===== config.mk =====
export PLATFORM = sky130hd
export DESIGN_NAME = zdp_lane
export DESIGN_NICKNAME = d
export VERILOG_FILES = /design/src/zdp_pkg.sv /design/src/zdp_lane.sv
export SDC_FILE = /design/constraint.sdc
export NUM_CORES = 1
export LEC_CHECK = 0
export BUFFER_PORTS_ARGS = -buffer_cell sky130_fd_sc_hd__buf_2
export CORE_MARGIN = 4
export CORE_UTILIZATION = 48
export CTS_CLUSTER_SIZE = 20
export DETAILED_ROUTE_END_ITERATION = 6
export PLACE_DENSITY = 0.68
export SLEW_MARGIN = 20
export SYNTH_ARGS = -nofsm -noshare
export SYNTH_HDL_FRONTEND = slang
export SYNTH_SLANG_ARGS = --single-unit

===== constraint.sdc =====
create_clock -name i_clk -period 10.6 [get_ports i_clk]
set_input_delay 2.12 -clock i_clk [delete_from_list [all_inputs] [get_ports i_clk]]
set_output_delay 2.12 -clock i_clk [all_outputs]
set_load 0.02 [all_outputs]

===== src/zdp_pkg.sv =====
// ----------------------------------------------------------------------------
// zdp_pkg
// Shared widths, register codes and control types of the INT8 zero-point
// dot product unit.
// ----------------------------------------------------------------------------
package zdp_pkg;

    localparam int OPND_W    = 8;   // one int8 operand
    localparam int PROD_W    = 18;  // (a - za) * (b - zb), both in -255..255
    localparam int USED_W    = 3;   // lanes_used field
    localparam int SUM_W     = 32;  // wrapping accumulator
    localparam int SCALED_W  = 64;
    localparam int MULT_W    = 31;
    localparam int SHIFT_W   = 6;
    localparam int CFG_IDX_W = 2;
    localparam int CFG_DATA_W = MULT_W;
    localparam int OUT_TDATA_W = SUM_W + SCALED_W;

    typedef enum logic [CFG_IDX_W-1:0] {
        CFG_ZERO_A      = 2'd0,
        CFG_ZERO_B      = 2'd1,
        CFG_SCALE_MULT  = 2'd2,
        CFG_SCALE_SHIFT = 2'd3
    } t_cfg_reg;

    typedef struct packed {
        logic valid;
        logic last;
    } t_beat_ctl;

endpackage


===== src/zdp_lane.sv =====
// ----------------------------------------------------------------------------
// zdp_lane
// One multiply lane: removes both zero points and registers the product.
// A lane that is not in use contributes zero.
// ----------------------------------------------------------------------------
module zdp_lane
    import zdp_pkg::*;
(
    input  logic                     i_clk,
    input  logic                     i_en,
    input  logic                     i_lane_on,
    input  logic signed [OPND_W-1:0] i_a,
    input  logic signed [OPND_W-1:0] i_b,
    input  logic signed [OPND_W-1:0] i_zero_a,
    input  logic signed [OPND_W-1:0] i_zero_b,
    output logic signed [PROD_W-1:0] o_prod
);

    logic signed [OPND_W:0]   w_da;
    logic signed [OPND_W:0]   w_db;
    logic signed [PROD_W-1:0] n_prod;
    logic signed [PROD_W-1:0] r_prod;

    always_comb begin
        w_da   = (OPND_W+1)'(i_a) - (OPND_W+1)'(i_zero_a);
        w_db   = (OPND_W+1)'(i_b) - (OPND_W+1)'(i_zero_b);
        n_prod = i_lane_on ? PROD_W'(w_da * w_db) : '0;
    end

    always_ff @(posedge i_clk) begin
        if (i_en) begin
            r_prod <= n_prod;
        end
    end

    assign o_prod = r_prod;

endmodule


==> flow_summary_export.csv <==
group,metric,value,unit
global_route,antenna_found_initial,0,
clock_network,path_clk_slew,70,ps
floorplanning,initial_core_util,0.499,
placed_design,gp_congestion,0.853,
clock_network,ctsLongestPathBuffers,2,
global_route,grt_max_degree,21,
yosys,synthesis.area,4420,um2
critical_path,critical_path.max_fanout,12,
sta,maxSlewHeadroom,0.402,
yosys,synth_cell_types,43,
yosys,synthTopCellsByArea,"fa_1 (33%), ha_1 (15%), edfxtp_1 (12%)",
layout,nets,695,
critical_path,cp-start-kind,"primary input",
sta,min_period,8640,ps
critical_path,cp_num_buf_inv,6,
sta,worst_pin_slew,891,ps
critical_path,worstPathRequired,10610,ps
yosys,syn-instance-count,484,
global_route,grt_pass1_wl,15.7,mm
sta,maxSlewViolCount,0,
sta,hold_viol_final,0,
layout,syn2layout_area_growth,9.29,%
floorplanning,io_pins,53,
detailed_routing,initialDrtViolationCount,87,
sta,period_share,0.815,
detailed_routing,vias,3344,
yosys,synth_seq_cells,18,
detailed_routing,via_per_inst,5.22,
clock_network,cts_setup_buffers,0,
layout,diodes,0,
yosys,synth_area_leader_cell,"fa_1",
clock_network,cts_made_buffers,3,
critical_path,cpMostUsedCell,"fa_1",
detailed_routing,dr.pass1.iters,4,
detailed_routing,route.detailed.drc,0,
floorplanning,core_area,8850,um2
flow_run,cap_violations,0,
critical_path,crit_path_end_kind,"register",
detailed_routing,ant_nets,0,
sta,rsz0062_at_grt,"false",
layout,drive_gt1_frac,0.114,
floorplanning,die_area,10800,um2
global_route,grt.total_usage,0.168,
critical_path,cp_slowest_cell,"fa_1",
placed_design,dp_hpwl,6.94,mm
placed_design,io_buffers,52,
clock_network,clockRootBuffer,"clkbuf_8",
floorplanning,rows,34,
yosys,yosys_warnings,0,
layout,largest_register_ff_count,18,
yosys,synth_flop_cell,"edfxtp_1",
sta,tns,0,ps
sta,finalSetupViolCount,0,
run_status,status,"completed",
critical_path,worstSetupPathType,"in -> reg",
clock_network,cts_hold_buf,0,
critical_path,slowest_delay,540,ps
yosys,ys_seq_area_frac,0.122,
min_path,hold_path_class,"in -> reg",
detailed_routing,wirelength,8.16,mm
clock_network,cts_tree,"yes",
global_route,first_global_vias,3762,
yosys,async_flop_share,0,
yosys,syn_avg_cell_area,9.13,um2
floorplanning,die_y,104,um
critical_path,path_delay_family,"adder cells",
yosys,yosysTopAreaCellShare,0.331,
yosys,synth_nets,645,
yosys,synth_edf_count,18,
clock_network,cts-resized-gates,0,
clock_network,cts.sinks,18,
floorplanning,die_width,104,um
global_route,grt_remaining_overflow,0,
detailed_routing,routedWlPerCell,12.7,um
sta,fmax,0.116,GHz
critical_path,critPathArrivalTime,8650,ps
clock_network,cts_htree_levels,1,
[final timing paths]
| check | start | end | slack [ps] | depth (start not counted) |
|---|---|---|---|---|
| worst max-delay path | i_a[0] | o_prod[17] | 1960 | 26 |
| worst min-delay path | i_en | o_prod[4] | 2330 | 1 |
[logic make-up after synthesis]
logic type,Yosys count,share of synthesized area
AND/OR/NAND/NOR,133,0.151
adder cells (fa/ha/maj),126,0.481
buffers and inverters,121,0.104
AO/OA/AOI/OAI,59,0.0858
XOR/XNOR,25,0.0512
flip-flops,18,0.122
multiplexers,2,0.00566
[synthesized netlist by cell type (all sizes together), types with 2 or more instances]
cell type  number
a211o           2
a211oi          4
a21o            3
a21oi          14
a31oi           5
and2           19
and3            3
buf             3
clkbuf          4
edfxtp         18
fa             73
ha             53
inv           114
nand2          32
nand2b         15
nand3           2
nor2           36
nor2b          13
nor3            3
o211ai          2
o21a            6
o21ai          15
o21bai          3
or2             2
or3             2
xnor2          19
xor2            6
[through the flow]
stage               setup slack, ps  instance area, um2  hold slack (ps)  cells  utilization
floorplan                      2320                4420             2230    484            -
global placement               1900                4780             2560    637        0.541
detailed placement             1690                4780             2570    637        0.541
CTS                            1950                4830             2340    641        0.546
global route                   1450                4830             2350    641        0.546
finish                         1960                4830             2330    641        0.546
[layout by cell type, fill, tap and decap left out, types with 5 or more instances in the layout]
cell      count
a21oi_1      14
a31oi_1       5
and2_1       19
buf_2        52
edfxtp_1     18
fa_1         73
ha_1         53
inv_1       114
nand2_1      32
nand2b_1     15
nor2_1       36
nor2b_1      13
o21a_1        6
o21ai_0      13
xnor2_1      18
xor2_1        6
[routing by layer]
layer	global-route usage	vias to the layer above	routed length, um
met3	0.0242	12	347
met5	0	-	0
li1	-	1607	-
met1	0.200	1648	3360
met2	0.322	77	4330
met4	0.0294	0	117
[cell type report]
type	count	area [um2]
multi-input cells	345	3420
fillers	835	4020
clock buffers	3	41.3
repair buffers	52	260
flip-flops and latches	18	541
clock inverters	1	3.75
well taps	108	135
inverters	114	428
Power is not shown: default switching activity piles up to over one toggle a cycle in this logic, so the estimate is an artifact.
