## src/zdp_pkg.sv

```systemverilog
// ----------------------------------------------------------------------------
// zdp_pkg
// Shared widths, register codes and control types of the INT8 zero-point
// dot product unit.
// ----------------------------------------------------------------------------
package zdp_pkg;

    localparam int OPND_W    = 8;   // one int8 operand
    localparam int PROD_W    = 18;  // (a - za) * (b - zb), both in -255..255
    localparam int USED_W    = 3;   // lanes_used field
    localparam int SUM_W     = 32;  // wrapping accumulator
    localparam int SCALED_W  = 64;
    localparam int MULT_W    = 31;
    localparam int SHIFT_W   = 6;
    localparam int CFG_IDX_W = 2;
    localparam int CFG_DATA_W = MULT_W;
    localparam int OUT_TDATA_W = SUM_W + SCALED_W;

    typedef enum logic [CFG_IDX_W-1:0] {
        CFG_ZERO_A      = 2'd0,
        CFG_ZERO_B      = 2'd1,
        CFG_SCALE_MULT  = 2'd2,
        CFG_SCALE_SHIFT = 2'd3
    } t_cfg_reg;

    typedef struct packed {
        logic valid;
        logic last;
    } t_beat_ctl;

endpackage

```

## src/zdp_merge.sv

```systemverilog
// ----------------------------------------------------------------------------
// zdp_merge
// Adds the lane products into the running sum. On the last beat of a dot
// product the total is handed on and the running sum clears.
// ----------------------------------------------------------------------------
module zdp_merge
    import zdp_pkg::*;
#(
    parameter int LANES = 4
) (
    input  logic                            i_clk,
    input  logic                            i_rst_n,
    input  logic                            i_en,
    input  t_beat_ctl                       i_ctl,
    input  logic signed [LANES-1:0][PROD_W-1:0] i_prod,
    output logic                            o_valid,
    output logic signed [SUM_W-1:0]         o_raw
);

    logic [SUM_W-1:0]        w_lane_sum;
    logic [SUM_W-1:0]        w_total;
    logic [SUM_W-1:0]        r_acc;
    logic [SUM_W-1:0]        r_raw;
    logic                    r_valid;

    always_comb begin
        w_lane_sum = '0;
        for (int i = 0; i < LANES; i++) begin
            // an element select of the packed array is unsigned
            w_lane_sum = w_lane_sum + SUM_W'(signed'(i_prod[i]));
        end
        w_total = r_acc + w_lane_sum;
    end

    always_ff @(posedge i_clk) begin
        if (!i_rst_n) begin
            r_acc   <= '0;
            r_valid <= 1'b0;
        end else if (i_en) begin
            r_valid <= i_ctl.valid & i_ctl.last;
            if (i_ctl.valid) begin
                r_acc <= i_ctl.last ? '0 : w_total;
            end
        end
    end

    always_ff @(posedge i_clk) begin
        if (i_en && i_ctl.valid && i_ctl.last) begin
            r_raw <= w_total;
        end
    end

    assign o_valid = r_valid;
    assign o_raw   = signed'(r_raw);

endmodule

```

## config.mk

```make
export PLATFORM = sky130hd
export DESIGN_NAME = zdp_merge
export DESIGN_NICKNAME = d
export VERILOG_FILES = /design/src/zdp_pkg.sv /design/src/zdp_merge.sv
export SDC_FILE = /design/constraint.sdc
export NUM_CORES = 1
export LEC_CHECK = 0
export BUFFER_PORTS_ARGS = -buffer_cell sky130_fd_sc_hd__buf_2
export CORE_MARGIN = 1
export CORE_UTILIZATION = 40
export CTS_CLUSTER_SIZE = 8
export DETAILED_ROUTE_END_ITERATION = 8
export SLEW_MARGIN = 40
export SYNTH_ARGS = -nofsm -noshare
export SYNTH_HDL_FRONTEND = slang
export SYNTH_SLANG_ARGS = --single-unit
```

## constraint.sdc

```tcl
create_clock -name i_clk -period 8.2 [get_ports i_clk]
set_input_delay 0.82 -clock i_clk [delete_from_list [all_inputs] [get_ports i_clk]]
set_output_delay 0.82 -clock i_clk [all_outputs]
set_load 0.005 [all_outputs]
```

==> run_results.csv <==
group,metric,value,unit
power,clkPwrFrac,19.0,%
power,p_leak,3.37,nW
clocking,cts-buffers-inserted,9,
sta,setup_viol,0,
placed_design,dp_worst_setup_slack,1.75,ns
yosys,synth-simple-area-share,11.0,%
clocking,root_buffer,"clkbuf_16",
placed_design,dp_hpwl,9940,um
yosys,synth_top_family_by_area,"adder cells",
grt,antenna_found_initial,0,
critical_path,critPathArrivalTime,6.12,ns
power,comb_power_share,59.1,%
yosys,synth_area,5790,um^2
grt,grt_pass1_wl,22000,um
critical_path,cp_cell_sequence,"buf_2 > inv_1 > fa_1 > fa_1 > inv_1 > ha_1 > inv_1 > fa_1 > nor2b_1 > o21a_1 > o21ai_0 > a2111oi_0 > o21ai_0 > nand2b_1 > a21oi_1 > xnor2_1 > ha_1 > nand2_1 > o21ai_0 > a221oi_1 > nor3_1 > nor4_1 > xor2_1 > xnor2_1",
drt,first_iter_violations,204,
sta,maxSlewHeadroom,46.8,%
clocking,clk_pin_slew,0.06,ns
yosys,ys.flop_type,"dfxtp_1",
power,switching_power,0.917,mW
clocking,cts_tree,"built",
grt,gr-total-overflow,0,
cells_and_area,fillers,1356,
sta,setup-tns-final,0,ns
yosys,yosys_warnings,0,
critical_path,crit_path_top_delay_cell,"a2111oi_0",
yosys,async_flop_share,0,%
yosys,netlist_top_cells_area,"edfxtp_1, fa_1, ha_1",
clocking,cts_setup_buffers,0,
power,power_frac_seq,21.9,%
sta,rsz0062_at_grt,"no",
cells_and_area,antenna_cells,0,
sta,hold_violations,0,
yosys,netlist_instances,636,
sta,max_freq,165,MHz
yosys,synth_top_area_share,16.6,%
clocking,htree_levels,3,
placed_design,gp_congestion,0.836,
cells_and_area,syn_to_final_growth,18.1,%
grt,track_usage,18.3,%
worst_hold_path,hold_class,"flip-flop to flip-flop",
grt,grt_max_degree,34,
critical_path,start_kind,"input port",
power,ir_drop,0.134,mV
yosys,synthXorXnorAreaFrac,6.81,%
drt,wl_per_cell,13.7,um
yosys,synth.ff_latch_count,65,
status,status,"finished clean",
cells_and_area,multi_input_comb_area,3670,um^2
die,start_util,41.4,%
critical_path,crit_type,"input port to flip-flop",
critical_path,critPathMaxFanout,7,
die,num_rows,43,
drt,vias_per_cell,5.09,
grt,first_global_vias,4846,
cells_and_area,drive_above_1_share,18.5,%
cells_and_area,nets,912,
clocking,cts_sinks,65,
drt,dr.pass1.iters,4,
drt,routed_wl,12700,um
yosys,yosysUniqueCellTypes,53,
die,die_x,122,um
run,cap_violations,0,
yosys,synthAdderAreaFrac,25.0,%
die,dieArea,15000,um^2
clocking,clk_latency,0.33,ns
critical_path,worst-endpoint-required,8.27,ns
clocking,cts_hold_buf,0,
yosys,synthMuxAreaShare,0.346,%
yosys,synth_compound_area_share,19.8,%
drt,route.detailed.drc,0,
yosys,avgSynthCellArea,9.10,um^2
clocking,clk_path_buf_depth,2,
yosys,synth.largest_area_cell,"edfxtp_1",
sta,slew_viol_final,0,
die,coreArea,14000,um^2
sta,finClkSkew,0.0133,ns
die,pin_count,110,
sta,period_needed,6.05,ns
drt,ant_nets,0,
placed_design,io_buffers,109,
yosys,synth-edff-count,32,
drt,via_count,4716,
yosys,ys_seq_area_share,28.0,%
sta,worst_pin_slew,0.798,ns
yosys,synth_fp_nets,806,
die,die_y,122,um
power,p_int,1.16,mW
cells_and_area,seq_area,1620,um^2
sta,worst_slack,2.15,ns
critical_path,slowest_delay,0.68,ns
yosys,yosysMostFrequentCell,"inv_1",
clocking,ctsResizeCount,0,
critical_path,worstSetupEndpointType,"flip-flop",
power,powerDensity,303,nW/um^2
yosys,synthTopCellsByCount,"inv_1, ha_1, a21oi_1, fa_1, dfxtp_1",
sta,post-route-period-util,73.7,%
power,p_sw_share,44.3,%
## through the flow
step	power (mW)	instance area (um^2)	hold WS [ns]	util (%)	cells
detailed placement	1.67	6530	0.467	46.7	911
finish	2.07	6840	0.485	48.9	927
CTS	2.07	6840	0.483	48.9	927
global placement	1.65	6520	0.463	46.6	911
floorplan	1.38	5790	0.449	-	636
global route	2.24	6840	0.502	48.9	927
## flip-flops by register name (all words and copies together), names as in the netlist
register / cells
o_valid: 1
o_raw: 32
r_acc: 32
## worst paths after layout
kind,startpoint,end,slack (ns),depth (start not counted)
max,i_prod[1],o_raw[31],2.15,24
min,r_acc[25],r_acc[25],0.48,1
max reg2reg,r_acc[0],r_acc[28],5.02,11
min reg2reg,r_acc[25],r_acc[25],0.48,1
## cell usage in the layout (no fill, tap or decap), types with 3 or more instances in the layout
cell type  instances
inv_1            122
buf_2            109
ha_1              55
a21oi_1           45
fa_1              38
dfxtp_1           33
edfxtp_1          32
nand2_1           29
xnor2_1           28
o21ai_0           27
nor2_1            24
nor2b_1           18
a21o_1            17
xor2_1            17
a22o_1            17
a22oi_1           12
nand4_1           10
nand3_1            9
clkbuf_16          9
nand2b_1           8
o21a_1             7
a211oi_1           6
o21bai_1           6
nor3_1             5
a31oi_1            5
nor4_1             4
a2111oi_0          4
and3_1             4
o211ai_1           3
o31ai_1            3
inv_6              3
## power by group through the flow
stage / clock [mW] / sequential (mW) / combinational [mW]
global route: 0.413 / 0.459 / 1.37
CTS: 0.399 / 0.455 / 1.22
finish: 0.394 / 0.454 / 1.22
floorplan: 0 / 0.460 / 0.922
detailed placement: 0 / 0.461 / 1.21
global placement: 0 / 0.460 / 1.19
## area by class of cell
class | count | area share (%)
Multi-Input combinational cell | 433 | 53.7
Sequential cell | 65 | 23.7
Timing Repair Buffer | 111 | 8.20
Inverter | 122 | 6.70
Clock buffer | 9 | 3.29
Tap cell | 180 | 3.29
Clock inverter | 7 | 1.13
## worst max-delay path: cells and delay by family
| family | cells | cell delay [ns] |
|---|---|---|
| fa+ha+maj | 5 | 1.93 |
| compound gates | 7 | 1.85 |
| simple gates | 5 | 0.78 |
| xor+xnor | 3 | 0.50 |
| buf+inv | 4 | 0.24 |
## per-layer routing
| metal | GRT usage (%) | vias to the layer above | wire [um] |
|---|---|---|---|
| li1 | - | 2390 | - |
| met1 | 24.8 | 2200 | 6240 |
| met2 | 30.6 | 114 | 5780 |
| met3 | 2.04 | 12 | 511 |
| met4 | 5.49 | 0 | 138 |
| met5 | 0 | - | 0 |
## cells by family (layout without fill, tap and decap cells)
logic type / Yosys count / in the layout
compound gates: 170 / 170
mux: 2 / 2
fa+ha+maj: 93 / 93
xor+xnor: 45 / 45
buf+inv: 138 / 249
flops: 65 / 65
simple gates: 123 / 123
(Power assumes the default switching activity.)
